<file path="config.mk">
export PLATFORM = sky130hd
export DESIGN_NAME = page_swap_buffer_controller
export DESIGN_NICKNAME = d
export VERILOG_FILES = /design/src/sv/psb_pkg.sv /design/src/sv/psb_ctrl.sv /design/src/sv/psb_datapath.sv /design/src/sv/page_swap_buffer_controller.sv
export VERILOG_INCLUDE_DIRS = /design/src /design/src/sv
export SDC_FILE = /design/constraint.sdc
export NUM_CORES = 1
export LEC_CHECK = 0
export BUFFER_PORTS_ARGS = -buffer_cell sky130_fd_sc_hd__buf_2
export CAP_MARGIN = 25
export CELL_PAD_IN_SITES_DETAIL_PLACEMENT = 2
export CELL_PAD_IN_SITES_GLOBAL_PLACEMENT = 2
export CORE_ASPECT_RATIO = 0.6
export CORE_MARGIN = 1
export CORE_UTILIZATION = 33
export CTS_CLUSTER_DIAMETER = 40
export DETAILED_ROUTE_END_ITERATION = 10
export PLACE_DENSITY = 0.9
export SYNTH_ARGS = -nofsm -noshare
export SYNTH_HDL_FRONTEND = slang
export SYNTH_HIERARCHICAL = 1
export SYNTH_SLANG_ARGS = --single-unit
</file>
<file path="constraint.sdc">
create_clock -name clk -period 3.75 [get_ports clk]
set_input_delay 0.375 -clock clk [delete_from_list [all_inputs] [get_ports clk]]
set_output_delay 0.375 -clock clk [all_outputs]
set_load 0.05 [all_outputs]
</file>
<file path="src/sv/page_swap_buffer_controller_assert.svh">
// ----------------------------------------------------------------------------
// Page swap buffer controller assertion macros
// Concurrent check wrappers, compiled out for synthesis.
// ----------------------------------------------------------------------------
`ifndef PAGE_SWAP_BUFFER_CONTROLLER_ASSERT_SVH
`define PAGE_SWAP_BUFFER_CONTROLLER_ASSERT_SVH

`ifndef SYNTHESIS
// Check a property on every clock edge outside reset
`define PSB_ASSERT(label, prop, msg) \
  label: assert property (@(posedge clk) disable iff (rst) (prop)) else $error(msg);
// Check a property on every clock edge, reset included
`define PSB_ASSERT_ALWAYS(label, prop, msg) \
  label: assert property (@(posedge clk) (prop)) else $error(msg);
`else
`define PSB_ASSERT(label, prop, msg)
`define PSB_ASSERT_ALWAYS(label, prop, msg)
`endif

`endif

</file>
<file path="src/sv/psb_pkg.sv">
// ----------------------------------------------------------------------------
// psb_pkg
// Shared types and constants of the page swap buffer controller.
// ----------------------------------------------------------------------------
package psb_pkg;

  localparam int ADDR_W    = 16;
  localparam int ACTION_W  = 2;
  localparam int CMD_W     = 3;
  localparam int S_TDATA_W = 24;
  localparam int M_TDATA_W = 24;

  localparam logic [ADDR_W-1:0] BASE_RESET = 16'h4400;

  typedef enum logic [ACTION_W-1:0] {
    ACT_READ   = 2'd0,
    ACT_WRITE  = 2'd1,
    ACT_COMMIT = 2'd2
  } action_t;

  typedef enum logic [CMD_W-1:0] {
    CMD_RAM_TO_BUF  = 3'd0,
    CMD_BUF_TO_RAM  = 3'd1,
    CMD_HOME_TO_RAM = 3'd2,
    CMD_BUF_TO_HOME = 3'd3,
    CMD_ERROR       = 3'd4
  } command_t;

  typedef enum logic [2:0] {
    ST_IDLE,
    ST_DIVIDE,
    ST_SAVE,
    ST_FETCH,
    ST_SCAN,
    ST_ERROR
  } state_t;

  // controller -> datapath
  typedef struct packed {
    logic load;
    logic div_step;
    logic emit_save;
    logic emit_fetch;
    logic emit_error;
    logic emit_scan;
    logic scan_step;
  } ctrl_cmd_t;

  // datapath -> controller
  typedef struct packed {
    logic item_err;
    logic item_commit;
    logic need_save;
    logic scan_marked;
    logic scan_last;
    logic out_free;
  } dp_status_t;

endpackage

</file>
<file path="src/sv/psb_ctrl.sv">
// ----------------------------------------------------------------------------
// psb_ctrl
// Sequencing state machine: accept, divide, save, fetch, commit scan, error.
// ----------------------------------------------------------------------------
module psb_ctrl
  import psb_pkg::*;
(
  input  logic       clk,
  input  logic       rst,
  input  logic       s_tvalid,
  output logic       s_tready,
  input  dp_status_t status,
  output ctrl_cmd_t  cmd
);

  state_t state;
  state_t state_next;

  always_ff @(posedge clk) begin
    if (rst) begin
      state <= ST_IDLE;
    end else begin
      state <= state_next;
    end
  end

  always_comb begin
    state_next = state;
    case (state)
      ST_IDLE: begin
        if (s_tvalid) begin
          if (status.item_err) begin
            state_next = ST_ERROR;
          end else if (status.item_commit) begin
            state_next = ST_SAVE;
          end else begin
            state_next = ST_DIVIDE;
          end
        end
      end
      ST_DIVIDE: begin
        state_next = status.need_save ? ST_SAVE : ST_FETCH;
      end
      ST_SAVE: begin
        if (status.out_free) begin
          state_next = status.item_commit ? ST_SCAN : ST_FETCH;
        end
      end
      ST_FETCH: begin
        if (status.out_free) begin
          state_next = ST_IDLE;
        end
      end
      ST_SCAN: begin
        if (status.scan_marked && status.out_free && status.scan_last) begin
          state_next = ST_IDLE;
        end
      end
      ST_ERROR: begin
        if (status.out_free) begin
          state_next = ST_IDLE;
        end
      end
      default: state_next = ST_IDLE;
    endcase
  end

  // item_err and item_commit are decoded from the live input while idle
  always_comb begin
    s_tready = 1'b0;
    cmd      = '0;
    case (state)
      ST_IDLE: begin
        s_tready = 1'b1;
        cmd.load = s_tvalid;
      end
      ST_DIVIDE: cmd.div_step   = 1'b1;
      ST_SAVE:   cmd.emit_save  = status.out_free;
      ST_FETCH:  cmd.emit_fetch = status.out_free;
      ST_ERROR:  cmd.emit_error = status.out_free;
      ST_SCAN: begin
        cmd.emit_scan = status.scan_marked && status.out_free;
        cmd.scan_step = !status.scan_marked || status.out_free;
      end
      default: cmd = '0;
    endcase
  end

endmodule

</file>
<file path="src/sv/psb_datapath.sv">
// ----------------------------------------------------------------------------
// psb_datapath
// Page state, base register, page index compare, commit scan and result
// register.
// ----------------------------------------------------------------------------
module psb_datapath
  import psb_pkg::*;
#(
  parameter int NUM_PAGES  = 8,
  parameter int PAGE_BYTES = 1024
) (
  input  logic                 clk,
  input  logic                 rst,
  input  ctrl_cmd_t            cmd,
  output dp_status_t           status,
  input  logic                 cfg_we,
  input  logic [ADDR_W-1:0]    cfg_wdata,
  input  logic [S_TDATA_W-1:0] s_tdata,
  input  logic                 m_tready,
  output logic                 m_tvalid,
  output logic [M_TDATA_W-1:0] m_tdata,
  output logic                 m_tlast
);

  localparam int IDX_W  = $clog2(NUM_PAGES);
  localparam int SPAN   = NUM_PAGES * PAGE_BYTES;
  localparam int SPAN_W = $clog2(SPAN + 1);
  localparam int CMP_W  = (SPAN_W > ADDR_W) ? SPAN_W : ADDR_W;
  localparam logic [ADDR_W-1:0] PAGE_SIZE = ADDR_W'(PAGE_BYTES);

  logic [ADDR_W-1:0]    base_address;
  logic [IDX_W-1:0]     current_page;
  logic                 dirty;
  logic [NUM_PAGES-1:0] in_buffer;

  logic [ACTION_W-1:0]  item_action;
  logic                 item_err;
  logic [ADDR_W-1:0]    rem;
  logic [IDX_W-1:0]     quotient;
  logic [IDX_W-1:0]     scan_idx;

  logic [CMD_W-1:0]     out_cmd;
  logic [ADDR_W-1:0]    out_addr;

  // input decode
  logic [ACTION_W-1:0]  in_action;
  logic [ADDR_W-1:0]    in_addr;
  logic [ADDR_W-1:0]    in_diff;
  logic                 in_commit;
  logic                 in_swap;
  logic                 in_err;

  assign in_action = s_tdata[ACTION_W-1:0];
  assign in_addr   = s_tdata[ACTION_W +: ADDR_W];
  assign in_diff   = in_addr - base_address;
  assign in_commit = (in_action == ACT_COMMIT);
  assign in_swap   = (in_action == ACT_READ) || (in_action == ACT_WRITE);
  assign in_err    = !in_commit && (!in_swap || (in_addr < base_address) ||
                                    (CMP_W'(in_diff) >= CMP_W'(SPAN)));

  // page index of the held offset: highest page boundary at or below it
  logic [IDX_W-1:0]     page_idx;

  always_comb begin
    page_idx = '0;
    for (int k = 1; k < NUM_PAGES; k++) begin
      if (CMP_W'(rem) >= CMP_W'(k * PAGE_BYTES)) begin
        page_idx = IDX_W'(k);
      end
    end
  end

  // commit scan: mark under the scan index and any mark above it
  logic [NUM_PAGES-1:0] marks_from;
  assign marks_from = in_buffer >> scan_idx;

  always_comb begin
    status.item_err    = cmd.load ? in_err : item_err;
    status.item_commit = cmd.load ? in_commit : (item_action == ACT_COMMIT);
    status.need_save   = (item_action == ACT_READ) || dirty;
    status.scan_marked = marks_from[0];
    status.scan_last   = ((marks_from >> 1) == '0);
    status.out_free    = !m_tvalid || m_tready;
  end

  always_ff @(posedge clk) begin
    if (rst) begin
      base_address <= BASE_RESET;
    end else if (cfg_we) begin
      base_address <= cfg_wdata;
    end
  end

  always_ff @(posedge clk) begin
    if (rst) begin
      current_page <= '0;
      dirty        <= 1'b0;
      in_buffer    <= '0;
    end else begin
      if (cmd.emit_save) begin
        in_buffer <= in_buffer | (NUM_PAGES'(1) << current_page);
      end
      if (cmd.emit_fetch) begin
        current_page <= quotient;
        if (item_action == ACT_WRITE) begin
          dirty <= 1'b1;
        end
      end
    end
  end

  always_ff @(posedge clk) begin
    if (cmd.load) begin
      item_action <= in_action;
      item_err    <= in_err;
      rem         <= in_diff;
      scan_idx    <= '0;
    end else begin
      if (cmd.div_step) begin
        quotient <= page_idx;
      end
      if (cmd.scan_step) begin
        scan_idx <= scan_idx + 1'b1;
      end
    end
  end

  logic [IDX_W-1:0]  page_sel;
  logic [ADDR_W-1:0] page_home;

  always_comb begin
    page_sel = current_page;
    if (cmd.emit_fetch) begin
      page_sel = quotient;
    end else if (cmd.emit_scan) begin
      page_sel = scan_idx;
    end
  end

  assign page_home = base_address + ADDR_W'(page_sel) * PAGE_SIZE;

  always_ff @(posedge clk) begin
    if (rst) begin
      m_tvalid <= 1'b0;
    end else if (cmd.emit_save || cmd.emit_fetch || cmd.emit_error || cmd.emit_scan) begin
      m_tvalid <= 1'b1;
    end else if (m_tready) begin
      m_tvalid <= 1'b0;
    end
  end

  always_ff @(posedge clk) begin
    if (cmd.emit_error) begin
      out_cmd  <= CMD_ERROR;
      out_addr <= '0;
      m_tlast  <= 1'b1;
    end else if (cmd.emit_save) begin
      out_cmd  <= CMD_RAM_TO_BUF;
      out_addr <= page_home;
      m_tlast  <= 1'b0;
    end else if (cmd.emit_fetch) begin
      out_cmd  <= in_buffer[quotient] ? CMD_BUF_TO_RAM : CMD_HOME_TO_RAM;
      out_addr <= page_home;
      m_tlast  <= 1'b1;
    end else if (cmd.emit_scan) begin
      out_cmd  <= CMD_BUF_TO_HOME;
      out_addr <= page_home;
      m_tlast  <= status.scan_last;
    end
  end

  assign m_tdata = {{(M_TDATA_W - ADDR_W - CMD_W){1'b0}}, out_addr, out_cmd};

endmodule

</file>
<file path="src/sv/page_swap_buffer_controller.sv">
// ----------------------------------------------------------------------------
// page_swap_buffer_controller
// Copy-command sequencer for one RAM page window over buffered NV pages.
// ----------------------------------------------------------------------------
// One item is taken at a time; s_tready is high only between items. The
// steps per item, from the input transfer to loading the last result into
// the output register: a read or write swap runs the transfer, a step that
// compares the held page offset against every page boundary at once, the
// save when one is needed and the fetch; a commit runs the transfer, the
// save and the scan over the in-buffer marks up to the highest buffered
// page, one page per cycle unless a buffered page waits on a stalled output;
// an error runs the transfer and the error command. The result register
// holds a finished command while the next one is formed, so a stalled sink
// only pauses the sequence. base_address may be written only between items.
module page_swap_buffer_controller
  import psb_pkg::*;
#(
  parameter int NUM_PAGES  = 8,
  parameter int PAGE_BYTES = 1024
) (
  input  logic                 clk,
  input  logic                 rst,
  // configuration: base_address
  input  logic                 cfg_we,
  input  logic [ADDR_W-1:0]    cfg_wdata,
  // request stream
  input  logic                 s_tvalid,
  output logic                 s_tready,
  input  logic [S_TDATA_W-1:0] s_tdata,   // [1:0] action, [17:2] address
  // copy command stream
  output logic                 m_tvalid,
  input  logic                 m_tready,
  output logic [M_TDATA_W-1:0] m_tdata,   // [2:0] command, [18:3] page_address
  output logic                 m_tlast    // final command of the request
);

`include "page_swap_buffer_controller_assert.svh"

  ctrl_cmd_t  cmd;
  dp_status_t status;

  // state machine: decides which step runs each cycle
  psb_ctrl u_ctrl (
    .clk      (clk),
    .rst      (rst),
    .s_tvalid (s_tvalid),
    .s_tready (s_tready),
    .status   (status),
    .cmd      (cmd)
  );

  // page state, index compare, scan and the result register
  psb_datapath #(
    .NUM_PAGES  (NUM_PAGES),
    .PAGE_BYTES (PAGE_BYTES)
  ) u_datapath (
    .clk       (clk),
    .rst       (rst),
    .cmd       (cmd),
    .status    (status),
    .cfg_we    (cfg_we),
    .cfg_wdata (cfg_wdata),
    .s_tdata   (s_tdata),
    .m_tready  (m_tready),
    .m_tvalid  (m_tvalid),
    .m_tdata   (m_tdata),
    .m_tlast   (m_tlast)
  );

  // command code on the output and whether a new result loads this cycle
  logic [CMD_W-1:0] out_code;
  logic             out_closing;
  logic             out_load;

  assign out_code    = m_tdata[CMD_W-1:0];
  assign out_closing = (out_code == CMD_ERROR) || (out_code == CMD_BUF_TO_RAM) ||
                       (out_code == CMD_HOME_TO_RAM);
  assign out_load    = cmd.emit_save || cmd.emit_fetch || cmd.emit_error || cmd.emit_scan;

  // Errors and fetches always close a request
  `PSB_ASSERT(a_close_cmd, m_tvalid && out_closing |-> m_tlast, "error or fetch without last")
  // A save is always followed by a fetch or a write-back
  `PSB_ASSERT(a_save_not_last, m_tvalid && (out_code == CMD_RAM_TO_BUF) |-> !m_tlast, "save marked last")
  // Never load a new result over one that is still stalled
  `PSB_ASSERT(a_no_overwrite, m_tvalid && !m_tready |-> !out_load, "result overwritten")
  // Nothing is presented right after reset
  `PSB_ASSERT_ALWAYS(a_reset_idle, $past(rst) |-> !m_tvalid, "output valid after reset")

endmodule

</file>
==> run_results.csv, run 1 <==
group,metric,value,unit
sta,clock_skew,0.00544,ns
global_route,grt_usage,21.8,%
logic_synthesis,synth_cells,415,
routing,via_per_inst,5.30,
global_route,overflow,0,
worst_hold_path,hold_class,"in -> reg",
cts,ctsHoldBuffers,0,
pwr,power_density,724,nW/µm²
placement,port_buffers,60,
logic_synthesis,yosysMostFrequentCell,"dfxtp_1",
sta,finalCritPeriodShare,93.5,%
logic_synthesis,synthDominantCellAreaShare,30.1,%
worst_setup_path,path_class,"reg -> reg",
worst_setup_path,path_common_cell,"o21ai_0",
die,initial_core_util,34.5,%
logic_synthesis,ys_ff_latch,67,
logic_synthesis,ys.flop_type,"dfxtp_1",
logic_synthesis,ys_top_cells_by_count,"56 x dfxtp_1, 43 x nor2_1, 40 x nand2_1, 36 x a21oi_1, 29 x inv_1",
cells_and_area,final_layout_size_suffix_gt1_share,20.7,%
cells_and_area,areaGrowthSynthToFinish,18.8,%
cells_and_area,nets,541,
sta,finalHoldViolations,0,
logic_synthesis,netlist-cell-type-count,60,
worst_setup_path,crit_path_cell_trace,"mux4_2 > mux2_2 > nand2_1 > nor2_1 > mux2i_1 > o21ai_0 > ha_1 > inv_1 > fa_1 > nor2b_1 > o21ai_0 > xnor2_1 > a211oi_1",
cts,post_cts_resize_count,0,
logic_synthesis,synth_top_area_cell,"dfxtp_1",
worst_setup_path,path_max_fanout,9,
die,die-area,11700,µm²
worst_setup_path,slowest_stage,"dfxtp_1",
sta,slew_viol_final,0,
worst_setup_path,cpLargestDelayFamily,"multiplexers",
logic_synthesis,synth-async-reset-ratio,0,%
routing,finalWirelength,12.1,mm
routing,vias,3278,
sta,fmax,0.285,GHz
die,row_count,29,
worst_setup_path,cp-start-kind,"register",
cells_and_area,antenna_cells,0,
logic_synthesis,avgSynthCellArea,8.97,µm²
global_route,antenna_found_initial,1,
routing,drt_iter0_drc,152,
worst_setup_path,crit_required,3.99,ns
cells_and_area,design_area,4420,µm²
worst_setup_path,cpPeakStageDelay,0.57,ns
cts,cts_tree,"done",
logic_synthesis,yosys_warnings,6,
pwr,p_leak,0.00187,µW
sta,slew_headroom,45.5,%
logic_synthesis,syn_area,3720,µm²
logic_synthesis,synth_area_leaders,"dfxtp_1 30%, edfxtp_1 8.9%, ha_1 6.7%, mux2i_1 6.5%, a21oi_1 4.8%",
cts,post_cts_buffers,0,
cts,path_clk_slew,0.05,ns
sta,post-route-min-period,3.51,ns
placement,hpwlAfterDp,9.20,mm
routing,routedWlPerCell,19.5,µm
run_status,violations,"DRC",
worst_setup_path,arrival,3.74,ns
run,maxCapViolations,0,
die,die_w,139,µm
placement,dpl-instance-area,4150,µm²
cts,root_buffer,"clkbuf_16",
routing,drcViolationCount,5,
pwr,ir_worst_vdd,0.384,mV
sta,setup_tns,0,ns
worst_setup_path,end_kind,"register",
run_status,status,"finished with violations",
logic_synthesis,seq_area_frac_synth,39.0,%
routing,dr.pass1.iters,8,
cts,clk_latency,0.33,ns
cts,ctsLongestPathBuffers,2,
global_route,grt_pass1_vias,3737,
die,core_area,10800,µm²
placement,place.gp.congestion,0.862,
global_route,grt_max_degree,34,
routing,antenna_left,0,
sta,setup_violations,0,
cts,h-tree-depth,3,
sta,worst_pin_slew,0.811,ns
global_route,grt_pass1_wl,19.6,mm
cts,cts_buffers,9,
worst_setup_path,path_buf_inv,1,
sta,rsz0062_at_grt,"false",
die,io_pins,72,
logic_synthesis,synth_edf_count,11,
die,die_h,84.3,µm
cts,clkSinkCount,67,
## metal layers
metal / global-route usage [%] / vias to the layer above / share of wire [%]
met2: 39.5 / 77 / 50
li1: - / 1566 / -
met5: 0 / - / 0.11
met1: 25.1 / 1619 / 44
met4: 5.86 / 2 / 1.0
met3: 6.33 / 14 / 5.1
## per-stage QoR
step	power [µW]	utilization (%)	hold slack [ns]	setup slack [ns]	std cells
after floorplan	2050	-	0.431	0.0613	419
after global placement	2330	38.5	0.433	0.534	602
after detailed placement	2420	38.5	0.445	0.321	602
after CTS	3230	41.0	0.237	0.219	618
after global routing	3390	41.0	0.240	0.0355	618
final	3200	41.0	0.251	0.244	618
## power breakdown
part / internal, µW / switching [µW] / leakage (µW)
Clock: 482 / 304 / 0.000137
Sequential: 932 / 166 / 0.000557
Combinational: 398 / 920 / 0.00117
## final cells by class
cell class	count	area, µm²
clock buffers	14	264
clock inverters	2	10.0
fillers	1218	6350
inverters	29	109
multi-input cells	300	2060
flip-flops and latches	67	1450
well taps	139	174
repair buffers	67	353
## worst reg2reg max path, stage by stage (launching register included)
cell and delay (ns):
dfxtp_1 0.57, mux4_2 0.57, mux2_2 0.30, nand2_1 0.07, nor2_1 0.12, mux2i_1 0.14, o21ai_0 0.24, ha_1 0.24
inv_1 0.07, fa_1 0.38, nor2b_1 0.19, o21ai_0 0.13, xnor2_1 0.15, a211oi_1 0.24
## worst paths after layout
| check | start | endpoint | slack (ns) | cells past startpoint |
|---|---|---|---|---|
| max | u_datapath/scan_idx[0]$_SDFFE_PP0P_ | u_datapath/out_addr[14]$_SDFFE_PP0P_ | 0.24 | 13 |
| min | s_tdata[0] | u_datapath/item_action[0]$_DFFE_PP_ | 0.25 | 1 |
| max reg2reg | u_datapath/scan_idx[0]$_SDFFE_PP0P_ | u_datapath/out_addr[14]$_SDFFE_PP0P_ | 0.24 | 13 |
| min reg2reg | u_datapath/out_cmd[2]$_SDFFE_PP1P_ | u_datapath/out_cmd[2]$_SDFFE_PP1P_ | 0.45 | 1 |
## state kept, by name, summed over array words and instances, names as in the netlist
| signal | flops |
|---|---|
| u_datapath/base_address | 16 |
| u_datapath/out_addr | 16 |
| u_datapath/in_buffer | 8 |
| u_datapath/rem | 6 |
| u_ctrl/state | 3 |
| u_datapath/current_page | 3 |
| u_datapath/out_cmd | 3 |
| u_datapath/quotient | 3 |
| u_datapath/scan_idx | 3 |
| u_datapath/item_action | 2 |
| u_datapath/dirty | 1 |
| u_datapath/item_err | 1 |
| u_datapath/m_tlast | 1 |
| u_datapath/m_tvalid | 1 |
## cell usage in the layout, fill, tap and decap left out, types with 5 or more instances in the layout
master and instances:
a211oi_1 6, a21oi_1 36, a31oi_1 7, buf_2 60, buf_4 7, clkbuf_16 9, conb_1 5, dfxtp_1 56
edfxtp_1 11, ha_1 20, inv_1 29, mux2i_1 24, nand2_1 40, nand2b_1 9, nand3_1 6, nor2_1 43
nor2b_1 13, nor3_1 9, o21ai_0 8, or3_1 5, xnor2_1 8
## logic make-up (layout without fill, tap and decap cells)
| group | count (synthesis) | after routing | share of synthesized area, % |
|---|---|---|---|
| and+or+nand+nor | 146 | 146 | 19.4 |
| AOI/OAI and AO/OA | 88 | 88 | 16.0 |
| DFF | 67 | 67 | 39.0 |
| buffers and inverters | 52 | 112 | 6.15 |
| muxes | 29 | 29 | 9.18 |
| adders and majority gates | 22 | 22 | 7.80 |
| xor gates and xnor gates | 10 | 10 | 2.35 |
| other | 1 | 5 | 0.101 |
Note: power is estimated with default switching activity, not from simulation.
==> run 2: changes to the inputs <==
--- a/config.mk
+++ b/config.mk
@@ -6,16 +6,17 @@
 export SDC_FILE = /design/constraint.sdc
 export NUM_CORES = 1
 export LEC_CHECK = 0
+export ABC_AREA = 1
 export BUFFER_PORTS_ARGS = -buffer_cell sky130_fd_sc_hd__buf_2
 export CAP_MARGIN = 25
 export CELL_PAD_IN_SITES_DETAIL_PLACEMENT = 2
 export CELL_PAD_IN_SITES_GLOBAL_PLACEMENT = 2
 export CORE_ASPECT_RATIO = 0.6
 export CORE_MARGIN = 1
-export CORE_UTILIZATION = 33
+export CORE_UTILIZATION = 30
 export CTS_CLUSTER_DIAMETER = 40
 export DETAILED_ROUTE_END_ITERATION = 10
-export PLACE_DENSITY = 0.9
+export PLACE_DENSITY = 0.89
 export SYNTH_ARGS = -nofsm -noshare
 export SYNTH_HDL_FRONTEND = slang
 export SYNTH_HIERARCHICAL = 1
==> run_results.csv, run 2 <==
group,metric,value,unit
run_status,status,"complete, no violations",
run,maxCapViolations,0,
pwr,power.total,3520,µW
worst_setup_path,crit_required,3.98,ns
cts,path_clk_slew,0.06,ns
logic_synthesis,synth_cells,548,
worst_setup_path,cp-start-kind,"register",
cells_and_area,final_layout_size_suffix_gt1_share,16.6,%
die,core_area,12300,µm²
die,die-area,13300,µm²
cts,post_cts_buffers,0,
routing,drcViolationCount,0,
routing,dr.pass1.iters,5,
worst_hold_path,hold_class,"in -> reg",
logic_synthesis,synth_edf_count,11,
placement,hpwlAfterDp,11.4,mm
logic_synthesis,synth-async-reset-ratio,0,%
pwr,swShare,48.1,%
logic_synthesis,syn_area,3840,µm²
cells_and_area,layout_commonest_cell,"nand2_1",
cts,root_buffer,"clkbuf_16",
pwr,power_density,765,nW/µm²
logic_synthesis,synth_top_area_cell,"dfxtp_1",
cells_and_area,layout_common_cells,"115 x nand2_1, 95 x inv_1, 60 x buf_2",
cells_and_area,reg_top3,"u_datapath/base_address x16, u_datapath/out_addr x16, u_datapath/in_buffer x8",
cts,cts_buffers,9,
sta,setup_violations,0,
cts,clk_latency,0.34,ns
logic_synthesis,ys_top_cells_by_count,"115 x nand2_1, 95 x inv_1, 57 x a21oi_1, 56 x dfxtp_1, 52 x nor2_1",
worst_setup_path,arrival,3.65,ns
cells_and_area,layoutNonFillerInstCount,781,
logic_synthesis,synthDominantCellAreaShare,29.2,%
global_route,grt_pass1_vias,4246,
sta,worst_pin_slew,0.748,ns
cts,ctsLongestPathBuffers,2,
routing,finalWirelength,15.3,mm
sta,slew_viol_final,0,
cts,h-tree-depth,3,
routing,routedWlPerCell,19.6,µm
logic_synthesis,synth_area_leaders,"dfxtp_1 29%, nand2_1 11%, inv_1 9.3%, edfxtp_1 8.6%, a21oi_1 7.4%",
cells_and_area,design_area,4600,µm²
sta,fmax,0.292,GHz
logic_synthesis,seq_area_frac_synth,37.7,%
cells_and_area,areaGrowthSynthToFinish,19.7,%
worst_setup_path,path_class,"reg -> reg",
pwr,p_comb_share,45.2,%
logic_synthesis,yosys_warnings,6,
pwr,p_leak,0.00225,µW
logic_synthesis,ys_ff_latch,67,
logic_synthesis,ys.flop_type,"dfxtp_1",
sta,clock_skew,0.0107,ns
sta,post-route-min-period,3.42,ns
global_route,grt_pass1_wl,23.7,mm
logic_synthesis,yosysMostFrequentCell,"nand2_1",
sta,rsz0062_at_grt,"false",
cts,clkSinkCount,67,
sta,finalCritPeriodShare,91.2,%
placement,port_buffers,60,
sta,finalHoldViolations,0,
routing,antenna_left,0,
die,row_count,31,
worst_setup_path,path_max_fanout,9,
pwr,ir_worst_vdd,0.528,mV
die,die_h,89.7,µm
pwr,power_frac_seq,30.9,%
worst_setup_path,reg2reg_depth,18,
worst_hold_path,min_path_cells,1,
placement,dpl.cell_count,765,
die,die_w,148,µm
global_route,grt_max_degree,28,
routing,drt_iter0_drc,180,
logic_synthesis,avgSynthCellArea,7.02,µm²
routing,via_per_inst,4.96,
sta,whs,0.244,ns
global_route,antenna_found_initial,0,
placement,place.gp.congestion,0.828,
placement,dpl-instance-area,4310,µm²
cts,ctsHoldBuffers,0,
worst_setup_path,slowest_stage,"dfxtp_1",
cells_and_area,antenna_cells,0,
die,io_pins,72,
cts,cts_tree,"done",
die,initial_core_util,31.4,%
routing,vias,3874,
pwr,power.internal,1830,µW
cts,post_cts_resize_count,0,
sta,setup_tns,0,ns
cells_and_area,nets,678,
pwr,p_switching,1700,µW
logic_synthesis,netlist-cell-type-count,40,
pwr,clkPwrFrac,23.8,%
global_route,overflow,0,
global_route,grt_usage,24.0,%
worst_setup_path,crit_path_cell_trace,"inv_2 > nor2_1 > o21ai_0 > o211ai_1 > o311ai_2 > nand2_1 > nor2_1 > inv_1 > o21ai_0 > and2_1 > inv_1 > ha_1 > nand3_1 > nand3_1 > nand3_1 > xor2_1 > o21bai_1 > inv_1",
worst_setup_path,cpPeakStageDelay,0.41,ns
sta,slew_headroom,50.1,%
worst_setup_path,end_kind,"register",
[run 2: power by group through the flow]
stage	clock network (µW)	logic [µW]	registers [µW]
after floorplan	0	753	1430
after global placement	0	1440	1080
after detailed placement	0	1540	1090
after CTS	865	1580	1090
after global routing	882	1740	1110
final	839	1590	1090
[run 2: path summary, 6_finish.rpt]
kind | startpoint | endpoint | slack [ns]
hold / removal | s_tdata[0] | u_datapath/item_action[0]$_DFFE_PP_ | 0.24
setup / recovery | u_datapath/scan_idx[0]$_SDFFE_PP0P_ | u_datapath/out_addr[15]$_SDFFE_PP0P_ | 0.33
setup reg to reg | u_datapath/scan_idx[0]$_SDFFE_PP0P_ | u_datapath/out_addr[15]$_SDFFE_PP0P_ | 0.33
hold reg to reg | u_datapath/out_cmd[2]$_SDFFE_PP1P_ | u_datapath/out_cmd[2]$_SDFFE_PP1P_ | 0.46
[run 2: final cells by class]
class	count	area (µm²)
inverter	101	379
tap	165	206
timing repair buffer	63	323
fill	1504	7650
multi-input combinational	369	1950
clock inverter	7	65.1
sequential	67	1450
clock buffer	9	225
[run 2: logic make-up (layout without fill, tap and decap cells)]
group | count (synthesis) | count (layout) | synth area share [%]
buffers and inverters | 116 | 180 | 12.0
other | 1 | 5 | 0.0975
xor gates and xnor gates | 8 | 8 | 1.82
adders and majority gates | 22 | 22 | 7.55
AOI/OAI and AO/OA | 126 | 126 | 17.8
DFF | 67 | 67 | 37.7
and+or+nand+nor | 208 | 208 | 22.9
[run 2: routing by layer]
metal / GRT usage [%] / vias to the layer above / share of wire [%]
met2: 40.0 / 87 / 46
met3: 4.44 / 19 / 4.2
li1: - / 1876 / -
met1: 32.3 / 1892 / 49
met5: 0 / - / 0
met4: 5.90 / 0 / 1.2
[run 2: through the flow]
step,setup WS (ns),util (%)
2_1_floorplan,1.02,-
3_3_place_gp,0.542,35.1
3_5_place_dp,0.288,35.1
4_1_cts,0.0810,37.5
5_1_grt,0.0389,37.6
6_report,0.331,37.6
[run 2: worst max-delay path, delay by kind of cell, from the launching register on]
family | cells | cell delay, ns
compound gates | 5 | 0.88
simple gates | 7 | 1.14
flops | 1 | 0.41
fa+ha+maj | 1 | 0.28
xor+xnor | 1 | 0.20
buf+inv | 4 | 0.43
